File: config.mk
export PLATFORM = sky130hd
export DESIGN_NAME = tftp_windowed_block_receiver
export DESIGN_NICKNAME = d
export VERILOG_FILES = /design/src/rtl/twbr_pkg.sv /design/src/rtl/twbr_front.sv /design/src/rtl/twbr_queue.sv /design/src/rtl/twbr_back.sv /design/src/rtl/tftp_windowed_block_receiver.sv
export VERILOG_INCLUDE_DIRS = /design/src /design/src/rtl
export SDC_FILE = /design/constraint.sdc
export NUM_CORES = 1
export LEC_CHECK = 0
export BUFFER_PORTS_ARGS = -buffer_cell sky130_fd_sc_hd__buf_2
export CAP_MARGIN = 20
export CORE_ASPECT_RATIO = 1.5
export CORE_MARGIN = 2
export CORE_UTILIZATION = 53
export DETAILED_ROUTE_END_ITERATION = 16
export PLACE_DENSITY = 0.73
export SLEW_MARGIN = 20
export SYNTH_ARGS = -nofsm -noshare
export SYNTH_HDL_FRONTEND = slang
export SYNTH_SLANG_ARGS = --single-unit
File: constraint.sdc
create_clock -name clk -period 2.9 [get_ports clk]
set_clock_uncertainty 0.1 [all_clocks]
set_input_delay 0.58 -clock clk [delete_from_list [all_inputs] [get_ports clk]]
set_output_delay 0.58 -clock clk [all_outputs]
set_load 0.01 [all_outputs]
File: src/rtl/tftp_windowed_block_receiver_assert.svh
// Assertion macros used by the receiver back end
`ifndef TFTP_WINDOWED_BLOCK_RECEIVER_ASSERT_SVH
`define TFTP_WINDOWED_BLOCK_RECEIVER_ASSERT_SVH

// same-cycle implication, clocked on clk, disabled in reset
`define TWBR_ASSERT_IMP(lbl, ante, cons, msg) \
    lbl: assert property (@(posedge clk) disable iff (!rst_n) (ante) |-> (cons)) \
        else $error(msg);

// next-cycle implication
`define TWBR_ASSERT_NXT(lbl, ante, cons, msg) \
    lbl: assert property (@(posedge clk) disable iff (!rst_n) (ante) |=> (cons)) \
        else $error(msg);

`endif

File: src/rtl/twbr_pkg.sv
// Types, codes and defaults for the TFTP windowed block receiver
`default_nettype none
package twbr_pkg;

    localparam int BLOCK_BYTES_DEFAULT = 512;
    localparam int MAX_WINDOW_DEFAULT  = 64;
    localparam int QUEUE_DEPTH_DEFAULT = 2;

    localparam logic [1:0] CMD_START  = 2'd0;
    localparam logic [1:0] CMD_PACKET = 2'd1;
    localparam logic [1:0] CMD_TICK   = 2'd2;

    localparam logic [15:0] OPC_DATA  = 16'd3;
    localparam logic [15:0] OPC_ERROR = 16'd5;

    localparam logic [9:0] MIN_DGRAM_LEN = 10'd4;

    localparam logic [1:0] SK_NONE = 2'd0;
    localparam logic [1:0] SK_ACK  = 2'd1;
    localparam logic [1:0] SK_OACK = 2'd2;
    localparam logic [1:0] SK_TID  = 2'd3;

    localparam logic [2:0] ST_IDLE     = 3'd0;
    localparam logic [2:0] ST_ACTIVE   = 3'd1;
    localparam logic [2:0] ST_COMPLETE = 3'd2;
    localparam logic [2:0] ST_RETRIES  = 3'd3;
    localparam logic [2:0] ST_PEER_ERR = 3'd4;

    localparam logic [1:0] CFG_WINDOW_SIZE = 2'd0;
    localparam logic [1:0] CFG_MAX_RETRIES = 2'd1;
    localparam logic [1:0] CFG_OPTIONS     = 2'd2;

    localparam logic [6:0] WINDOW_SIZE_RESET = 7'd1;
    localparam logic [7:0] MAX_RETRIES_RESET = 8'd5;

    typedef struct packed {
        logic [1:0]  cmd;
        logic        from_client;
        logic [15:0] opcode;
        logic [15:0] block_number;
        logic [9:0]  datagram_length;
    } in_item_t;

    typedef struct packed {
        logic [1:0]  send_kind;
        logic [15:0] ack_block;
        logic        store_payload;
        logic [2:0]  session_status;
    } out_item_t;

    typedef struct packed {
        logic [6:0] window_size;
        logic [7:0] max_retries;
        logic       options_negotiated;
    } cfg_t;

    typedef enum logic [2:0] {
        OP_NOP,
        OP_START,
        OP_PKT_SKIP,
        OP_TID,
        OP_PEER_ERR,
        OP_DATA,
        OP_TICK
    } op_t;

    typedef struct packed {
        op_t         op;
        logic        short_block;
        logic [15:0] block_number;
    } action_t;

endpackage
`default_nettype wire

File: src/rtl/twbr_front.sv
// Front end: accepts input transfers and classifies them into actions
`default_nettype none
module twbr_front
    import twbr_pkg::*;
#(
    parameter int BLOCK_BYTES = BLOCK_BYTES_DEFAULT
) (
    input  wire logic     in_valid,
    output logic          in_ready,
    input  wire in_item_t in_data,
    input  wire logic     q_full,
    output logic          q_push,
    output action_t       q_data
);

    localparam logic [16:0] SHORT_LIMIT = 17'(BLOCK_BYTES + 4);

    assign in_ready = !q_full;
    assign q_push   = in_valid && !q_full;

    always_comb
    begin
        q_data.block_number = in_data.block_number;
        q_data.short_block  = ({7'd0, in_data.datagram_length} < SHORT_LIMIT);
        q_data.op           = OP_NOP;
        unique case (in_data.cmd)
            CMD_START:
                q_data.op = OP_START;
            CMD_PACKET:
            begin
                if (in_data.datagram_length < MIN_DGRAM_LEN)
                    q_data.op = OP_PKT_SKIP;
                else if (!in_data.from_client)
                    q_data.op = OP_TID;
                else if (in_data.opcode == OPC_ERROR)
                    q_data.op = OP_PEER_ERR;
                else if (in_data.opcode == OPC_DATA)
                    q_data.op = OP_DATA;
                else
                    q_data.op = OP_PKT_SKIP;
            end
            CMD_TICK:
                q_data.op = OP_TICK;
            default:
                q_data.op = OP_NOP;
        endcase
    end

endmodule
`default_nettype wire

File: src/rtl/twbr_queue.sv
// Short action queue between front and back
`default_nettype none
module twbr_queue
    import twbr_pkg::*;
#(
    parameter int DEPTH = QUEUE_DEPTH_DEFAULT
) (
    input  wire logic    clk,
    input  wire logic    rst_n,
    input  wire logic    push,
    input  wire action_t push_data,
    output logic         full,
    input  wire logic    pop,
    output logic         head_valid,
    output action_t      head
);

    localparam int PTR_W = $clog2(DEPTH);
    localparam int CNT_W = $clog2(DEPTH + 1);
    localparam logic [CNT_W-1:0] CNT_FULL = CNT_W'(DEPTH);
    localparam logic [PTR_W-1:0] PTR_LAST = PTR_W'(DEPTH - 1);
    localparam logic [PTR_W-1:0] PTR_ONE  = PTR_W'(1);
    localparam logic [CNT_W-1:0] CNT_ONE  = CNT_W'(1);

    action_t          mem [DEPTH];
    logic [PTR_W-1:0] wr_ptr_reg, wr_ptr_next;
    logic [PTR_W-1:0] rd_ptr_reg, rd_ptr_next;
    logic [CNT_W-1:0] count_reg, count_next;

    assign full       = (count_reg == CNT_FULL);
    assign head_valid = (count_reg != '0);
    assign head       = mem[rd_ptr_reg];

    always_comb
    begin
        wr_ptr_next = wr_ptr_reg;
        rd_ptr_next = rd_ptr_reg;
        count_next  = count_reg;
        if (push)
            wr_ptr_next = (wr_ptr_reg == PTR_LAST) ? '0 : wr_ptr_reg + PTR_ONE;
        if (pop)
            rd_ptr_next = (rd_ptr_reg == PTR_LAST) ? '0 : rd_ptr_reg + PTR_ONE;
        if (push && !pop)
            count_next = count_reg + CNT_ONE;
        else if (pop && !push)
            count_next = count_reg - CNT_ONE;
    end

    always_ff @(posedge clk or negedge rst_n)
    begin
        if (!rst_n)
        begin
            wr_ptr_reg <= '0;
            rd_ptr_reg <= '0;
            count_reg  <= '0;
        end
        else
        begin
            wr_ptr_reg <= wr_ptr_next;
            rd_ptr_reg <= rd_ptr_next;
            count_reg  <= count_next;
        end
    end

    always_ff @(posedge clk)
    begin
        if (push)
            mem[wr_ptr_reg] <= push_data;
    end

endmodule
`default_nettype wire

File: src/rtl/twbr_back.sv
// Back end: session state update and registered result
`default_nettype none
`include "tftp_windowed_block_receiver_assert.svh"
module twbr_back
    import twbr_pkg::*;
#(
    parameter int MAX_WINDOW = MAX_WINDOW_DEFAULT
) (
    input  wire logic    clk,
    input  wire logic    rst_n,
    input  wire cfg_t    cfg,
    input  wire logic    head_valid,
    input  wire action_t head,
    output logic         pop,
    output logic         out_valid,
    input  wire logic    out_ready,
    output out_item_t    out_data
);

    localparam logic [15:0] WIN_MAX = 16'(MAX_WINDOW);

    logic [2:0]  status_reg, status_next;
    logic [15:0] expected_reg, expected_next;
    logic        hs_pending_reg, hs_pending_next;
    logic [6:0]  window_count_reg, window_count_next;
    logic [7:0]  retry_count_reg, retry_count_next;
    logic        out_valid_reg, out_valid_next;
    out_item_t   out_reg, res;

    logic [15:0] win_eff;
    logic [15:0] prev_block;
    logic [6:0]  wc_inc;
    logic [7:0]  rc_inc;
    logic        active;

    assign pop        = head_valid && (!out_valid_reg || out_ready);
    assign active     = (status_reg == ST_ACTIVE);
    assign prev_block = expected_reg - 16'd1;
    assign wc_inc     = window_count_reg + 7'd1;
    assign rc_inc     = retry_count_reg + 8'd1;

    always_comb
    begin
        win_eff = (cfg.window_size == '0) ? 16'd1 : {9'd0, cfg.window_size};
        if (win_eff > WIN_MAX)
            win_eff = WIN_MAX;
    end

    always_comb
    begin
        status_next       = status_reg;
        expected_next     = expected_reg;
        hs_pending_next   = hs_pending_reg;
        window_count_next = window_count_reg;
        retry_count_next  = retry_count_reg;
        res.send_kind     = SK_NONE;
        res.ack_block     = '0;
        res.store_payload = 1'b0;
        if (pop)
        begin
            unique case (head.op)
                OP_START:
                begin
                    status_next       = ST_ACTIVE;
                    expected_next     = 16'd1;
                    hs_pending_next   = cfg.options_negotiated;
                    window_count_next = '0;
                    retry_count_next  = '0;
                    res.send_kind     = cfg.options_negotiated ? SK_OACK : SK_ACK;
                end
                OP_PKT_SKIP:
                begin
                    if (active)
                        retry_count_next = '0;
                end
                OP_TID:
                begin
                    if (active)
                    begin
                        retry_count_next = '0;
                        res.send_kind    = SK_TID;
                    end
                end
                OP_PEER_ERR:
                begin
                    if (active)
                    begin
                        retry_count_next = '0;
                        status_next      = ST_PEER_ERR;
                    end
                end
                OP_DATA:
                begin
                    if (active)
                    begin
                        retry_count_next = '0;
                        if (head.block_number == expected_reg)
                        begin
                            res.store_payload = 1'b1;
                            hs_pending_next   = 1'b0;
                            expected_next     = expected_reg + 16'd1;
                            window_count_next = wc_inc;
                            if (head.short_block)
                            begin
                                res.send_kind = SK_ACK;
                                res.ack_block = head.block_number;
                                status_next   = ST_COMPLETE;
                            end
                            else if ({9'd0, wc_inc} >= win_eff)
                            begin
                                res.send_kind     = SK_ACK;
                                res.ack_block     = head.block_number;
                                window_count_next = '0;
                            end
                        end
                        else if (head.block_number == prev_block)
                        begin
                            if (hs_pending_reg)
                                res.send_kind = SK_OACK;
                            else
                            begin
                                res.send_kind = SK_ACK;
                                res.ack_block = prev_block;
                            end
                        end
                    end
                end
                OP_TICK:
                begin
                    if (active)
                    begin
                        retry_count_next = rc_inc;
                        if ((rc_inc >= cfg.max_retries) || (rc_inc == '0))
                            status_next = ST_RETRIES;
                        else if (hs_pending_reg)
                            res.send_kind = SK_OACK;
                        else
                        begin
                            res.send_kind = SK_ACK;
                            res.ack_block = prev_block;
                        end
                    end
                end
                default:
                begin
                end
            endcase
        end
        res.session_status = status_next;
    end

    always_comb
    begin
        out_valid_next = out_valid_reg;
        if (pop)
            out_valid_next = 1'b1;
        else if (out_ready)
            out_valid_next = 1'b0;
    end

    always_ff @(posedge clk or negedge rst_n)
    begin
        if (!rst_n)
        begin
            status_reg       <= ST_IDLE;
            expected_reg     <= 16'd1;
            hs_pending_reg   <= 1'b1;
            window_count_reg <= '0;
            retry_count_reg  <= '0;
            out_valid_reg    <= 1'b0;
        end
        else
        begin
            status_reg       <= status_next;
            expected_reg     <= expected_next;
            hs_pending_reg   <= hs_pending_next;
            window_count_reg <= window_count_next;
            retry_count_reg  <= retry_count_next;
            out_valid_reg    <= out_valid_next;
        end
    end

    always_ff @(posedge clk)
    begin
        if (pop)
            out_reg <= res;
    end

    assign out_valid = out_valid_reg;
    assign out_data  = out_reg;

    // handshake still open means no block has been taken yet
    `TWBR_ASSERT_IMP(a_hs_expect_one, (status_reg == ST_ACTIVE) && hs_pending_reg,
        expected_reg == 16'd1, "handshake pending with expected block not one")
    `TWBR_ASSERT_IMP(a_store_kind, out_valid_reg && out_reg.store_payload,
        (out_reg.send_kind == SK_NONE) || (out_reg.send_kind == SK_ACK),
        "stored block answered with OACK or TID error")
    `TWBR_ASSERT_NXT(a_status_hold, !pop, $stable(status_reg),
        "session status changed without a dequeued action")

endmodule
`default_nettype wire

File: src/rtl/tftp_windowed_block_receiver.sv
// With the queue empty, an input transfer passes the action queue and then the output
// register before its result is valid. Throughput: 1 item per cycle while out_ready
// is high; the back-end session update, done as each action is dequeued, sets it.
// A 2-entry action queue and the output register let input and output stall apart.
// Reset (rst_n low, async): session idle, expected block 1, counters cleared,
// window 1, retries 5, options off.
`default_nettype none
module tftp_windowed_block_receiver
    import twbr_pkg::*;
#(
    parameter int BLOCK_BYTES = BLOCK_BYTES_DEFAULT,
    parameter int MAX_WINDOW  = MAX_WINDOW_DEFAULT,
    parameter int QUEUE_DEPTH = QUEUE_DEPTH_DEFAULT
) (
    input  wire logic       clk,
    input  wire logic       rst_n,
    input  wire logic       cfg_we,
    input  wire logic [1:0] cfg_index,
    input  wire logic [7:0] cfg_data,
    input  wire logic       in_valid,
    output logic            in_ready,
    input  wire in_item_t   in_data,
    output logic            out_valid,
    input  wire logic       out_ready,
    output out_item_t       out_data
);

    cfg_t    cfg_reg, cfg_next;
    logic    q_full;
    logic    q_push;
    action_t q_in;
    logic    q_pop;
    logic    q_head_valid;
    action_t q_head;

    always_comb
    begin
        cfg_next = cfg_reg;
        if (cfg_we)
        begin
            unique case (cfg_index)
                CFG_WINDOW_SIZE: cfg_next.window_size        = cfg_data[6:0];
                CFG_MAX_RETRIES: cfg_next.max_retries        = cfg_data;
                CFG_OPTIONS:     cfg_next.options_negotiated = cfg_data[0];
                default:
                begin
                end
            endcase
        end
    end

    always_ff @(posedge clk or negedge rst_n)
    begin
        if (!rst_n)
        begin
            cfg_reg.window_size        <= WINDOW_SIZE_RESET;
            cfg_reg.max_retries        <= MAX_RETRIES_RESET;
            cfg_reg.options_negotiated <= 1'b0;
        end
        else
            cfg_reg <= cfg_next;
    end

    twbr_front #(
        .BLOCK_BYTES(BLOCK_BYTES)
    ) u_front (
        .in_valid (in_valid),
        .in_ready (in_ready),
        .in_data  (in_data),
        .q_full   (q_full),
        .q_push   (q_push),
        .q_data   (q_in)
    );

    twbr_queue #(
        .DEPTH(QUEUE_DEPTH)
    ) u_queue (
        .clk        (clk),
        .rst_n      (rst_n),
        .push       (q_push),
        .push_data  (q_in),
        .full       (q_full),
        .pop        (q_pop),
        .head_valid (q_head_valid),
        .head       (q_head)
    );

    twbr_back #(
        .MAX_WINDOW(MAX_WINDOW)
    ) u_back (
        .clk        (clk),
        .rst_n      (rst_n),
        .cfg        (cfg_reg),
        .head_valid (q_head_valid),
        .head       (q_head),
        .pop        (q_pop),
        .out_valid  (out_valid),
        .out_ready  (out_ready),
        .out_data   (out_data)
    );

endmodule
`default_nettype wire
==> out/results.txt <==
Row cnt -> 49
CP max-delay cell -> dfrtp_1
GRT overflow -> 0
Max Cap Viol -> 0
Final WL -> 18600 microns
Commonest non-fill, non-tap cell in the layout -> buf_4
Wire per inst -> 19.2 microns
Dpl cells -> 915
Post-synthesis compound-gate area fraction -> 13.0%
Worst-margin pin slew -> 694 ps
Io pins -> 84
Initial Utilization -> 54.7%
Hold Fails Final Rpt -> 0
Vias per Instance -> 5.89
Most frequent cells in the layout -> buf_4 (114), buf_2 (81), edfxtp_1 (62)
PD cells -> 774 nW/um^2
R2R depth -> 14
Worst vdd ir -> 612 uV
Placed cell areas -> 7950 sq um
Syn nets -> 678
Failing checks -> negative setup slack
Simple-gate share of the synthesized area -> 15.3%
Final worst path period need -> 3190 ps
Fin cells -> 967
Synthesized cell area -> 6600 sq um
Die H -> 141 microns
Max reg flops -> 40
Worst-skew pair later-pin latency -> 420 ps
CP arrival -> 3350 ps
ANT cells -> 0
Initial antenna violation count -> 0
ANT nets after route -> 0
Ys flop type -> edfxtp_1
Max Clk Rate -> 313 MHz
Via count -> 5698
Main combinational cell family by area after synthesis -> simple AND/OR/NAND/NOR gates
Cells along the critical path -> nand3_2, nor2_4, xor2_2, ha_1, a21o_1, a21oi_2, nor2b_1, a311o_1, a211oi_2, buf_4, a31oi_2, or2_4, buf_12, o22ai_2
Synth Area in Adders -> 3.79%
LEAKAGE -> 3.95 nW
Post-synthesis mux area share -> 6.58%
Kind of critical path -> reg2reg
DP HPWL -> 13000 microns
Synth Area in XOR/XNOR -> 8.75%
Pwr Total -> 7.07 mW
Port Buffers -> 81
Largest net degree at the start of global routing -> 57
Clock Tree Buf Depth -> 2
Post-synth EDFFs -> 62
FF+latch count, synth -> 118
Sink Count -> 118
Synthesized area per cell -> 11.0 sq um
DRC -> 0
Placer Congestion -> 0.941
WP depth -> 14
Worst path max stage delay -> 430 ps
1st-pass router iterations -> 4
Final period utilization -> 110%
Async SR Flop Fraction -> 47.5%
Hold Path Class -> in2async
# nets final -> 881
Post-route design area -> 9130 sq um
Hold Buf Count CTS -> 0
Worst Setup End Kind -> register
WP buf/inv -> 2
Distinct cell type count after synthesis -> 64
Area grow syn2layout -> 38.3%
CTS root buffer -> clkbuf_16
Vias in the first global route -> 5944
Setup WS post-layout -> -290 ps
Synth Warn # -> 0
Post-Syn Instances -> 598
Rel. slew slack -> 53.8%
CP max FO -> 7
CTS tree -> built
CTS buffer count -> 17
Worst-path clk slew -> 60 ps
Slew Limit Fails -> 0
Die width -> 95.1 microns
First-pass GRT wire length -> 28800 microns
CP Launch Type -> register
Area of the core -> 12100 sq um
RSZ-0062 raised after global routing -> yes
Crit-path leading delay family -> compound AO/OA/AOI/OAI gates
Final setup viols -> 22
Worst Path Required -> 3060 ps
Largest reg by FF count -> u_queue.mem
H-tree levels -> 4
Filler cells -> 807
Die footprint -> 13400 sq um
Outcome -> complete, but fails checks
Sequential share of the synthesized area -> 49.5%
GRT Util Overall -> 28.5%
DRT iter0 DRCs -> 282
Fraction of layout cells with a size suffix above 1 -> 40.7%
[cell families (layout without fill, tap and decap cells)]
logic type | Yosys count | after routing
compound gates | 123 | 123
xor+xnor | 58 | 58
fa+ha+maj | 20 | 20
buf+inv | 47 | 263
flops | 118 | 118
mux | 39 | 39
simple gates | 193 | 193
[cell usage after synthesis (13+ instances only)]
library cell,instances,area share (%)
edfxtp_1,62,28
clkbuf_1,15,0.85
a21oi_1,21,1.6
nand3_1,18,1.4
xnor2_1,31,4.1
nand2_1,49,2.8
inv_1,23,1.3
nor4_1,13,1.2
nor2_1,35,2.0
mux2_2,19,3.2
dfrtp_1,51,19
ha_1,20,3.8
xor2_1,22,2.9
mux2i_1,17,2.6
o21ai_0,26,2.0
or3_1,13,1.2
[cell type report]
type	count	area [sq um]	area share (%)
inverter	23	86.3	0.945
clock buffer	17	425	4.66
timing repair buffer	208	1480	16.2
sequential	118	3270	35.8
multi-input combinational	433	3460	37.8
tap	153	191	2.10
clock inverter	15	226	2.48
[worst register-to-register path, delay by kind of cell (launching register included)]
family	cells	cell delay [ps]
compound gates	6	1080
flops	1	430
fa+ha+maj	1	290
simple gates	4	660
buf+inv	2	310
xor+xnor	1	180
[power by group]
group	internal [mW]	switching (mW)	total, mW
clock	1.53	0.802	2.33
sequential	2.19	0.198	2.39
combinational	1.14	1.21	2.35
[per-stage QoR]
stage          hold slack [ps]  setup slack [ps]  utilization [%]  setup TNS, ps
6_report                  50.8              -290             75.6          -4080
5_1_grt                   73.4              -372             75.6          -6800
4_1_cts                   63.1              -176             73.4          -2090
3_5_place_dp               388              -386             65.9          -5870
3_3_place_gp               379              -228             65.9          -3240
2_1_floorplan              184              -240                -          -2710
[final timing paths]
check | start | end | slack, ps
min in group clk | in_data[20] | u_queue.mem[1][10] | 250
setup / recovery | u_back.retry_count_reg[1] | u_back.out_data[17] | -290
hold / removal | rst_n | u_back.window_count_reg[0] | 50
hold reg to reg | cfg_reg[7] | cfg_reg[7] | 410
setup reg to reg | u_back.retry_count_reg[1] | u_back.out_data[17] | -290
max in group asynchronous | rst_n | u_back.hs_pending_reg | 2330
[layer usage]
| metal | up-vias | GRT usage, % | wire [microns] |
|---|---|---|---|
| met5 | - | 0 | 0 |
| met4 | 0 | 16.7 | 993 |
| met3 | 71 | 5.51 | 774 |
| met2 | 186 | 52.8 | 10200 |
| met1 | 2808 | 28.7 | 6550 |
| li1 | 2633 | - | - |
[timing repair]
| item | 4_1_cts | 5_1_grt |
|---|---|---|
| gates cloned | 2 | 1 |
| pin swaps | 9 | 17 |
| buffers inserted | 11 | 6 |
| endpoints found under the setup margin | 38 | 40 |
| gates resized for setup | 29 | 37 |
Note: power is estimated with default switching activity, not from simulation.
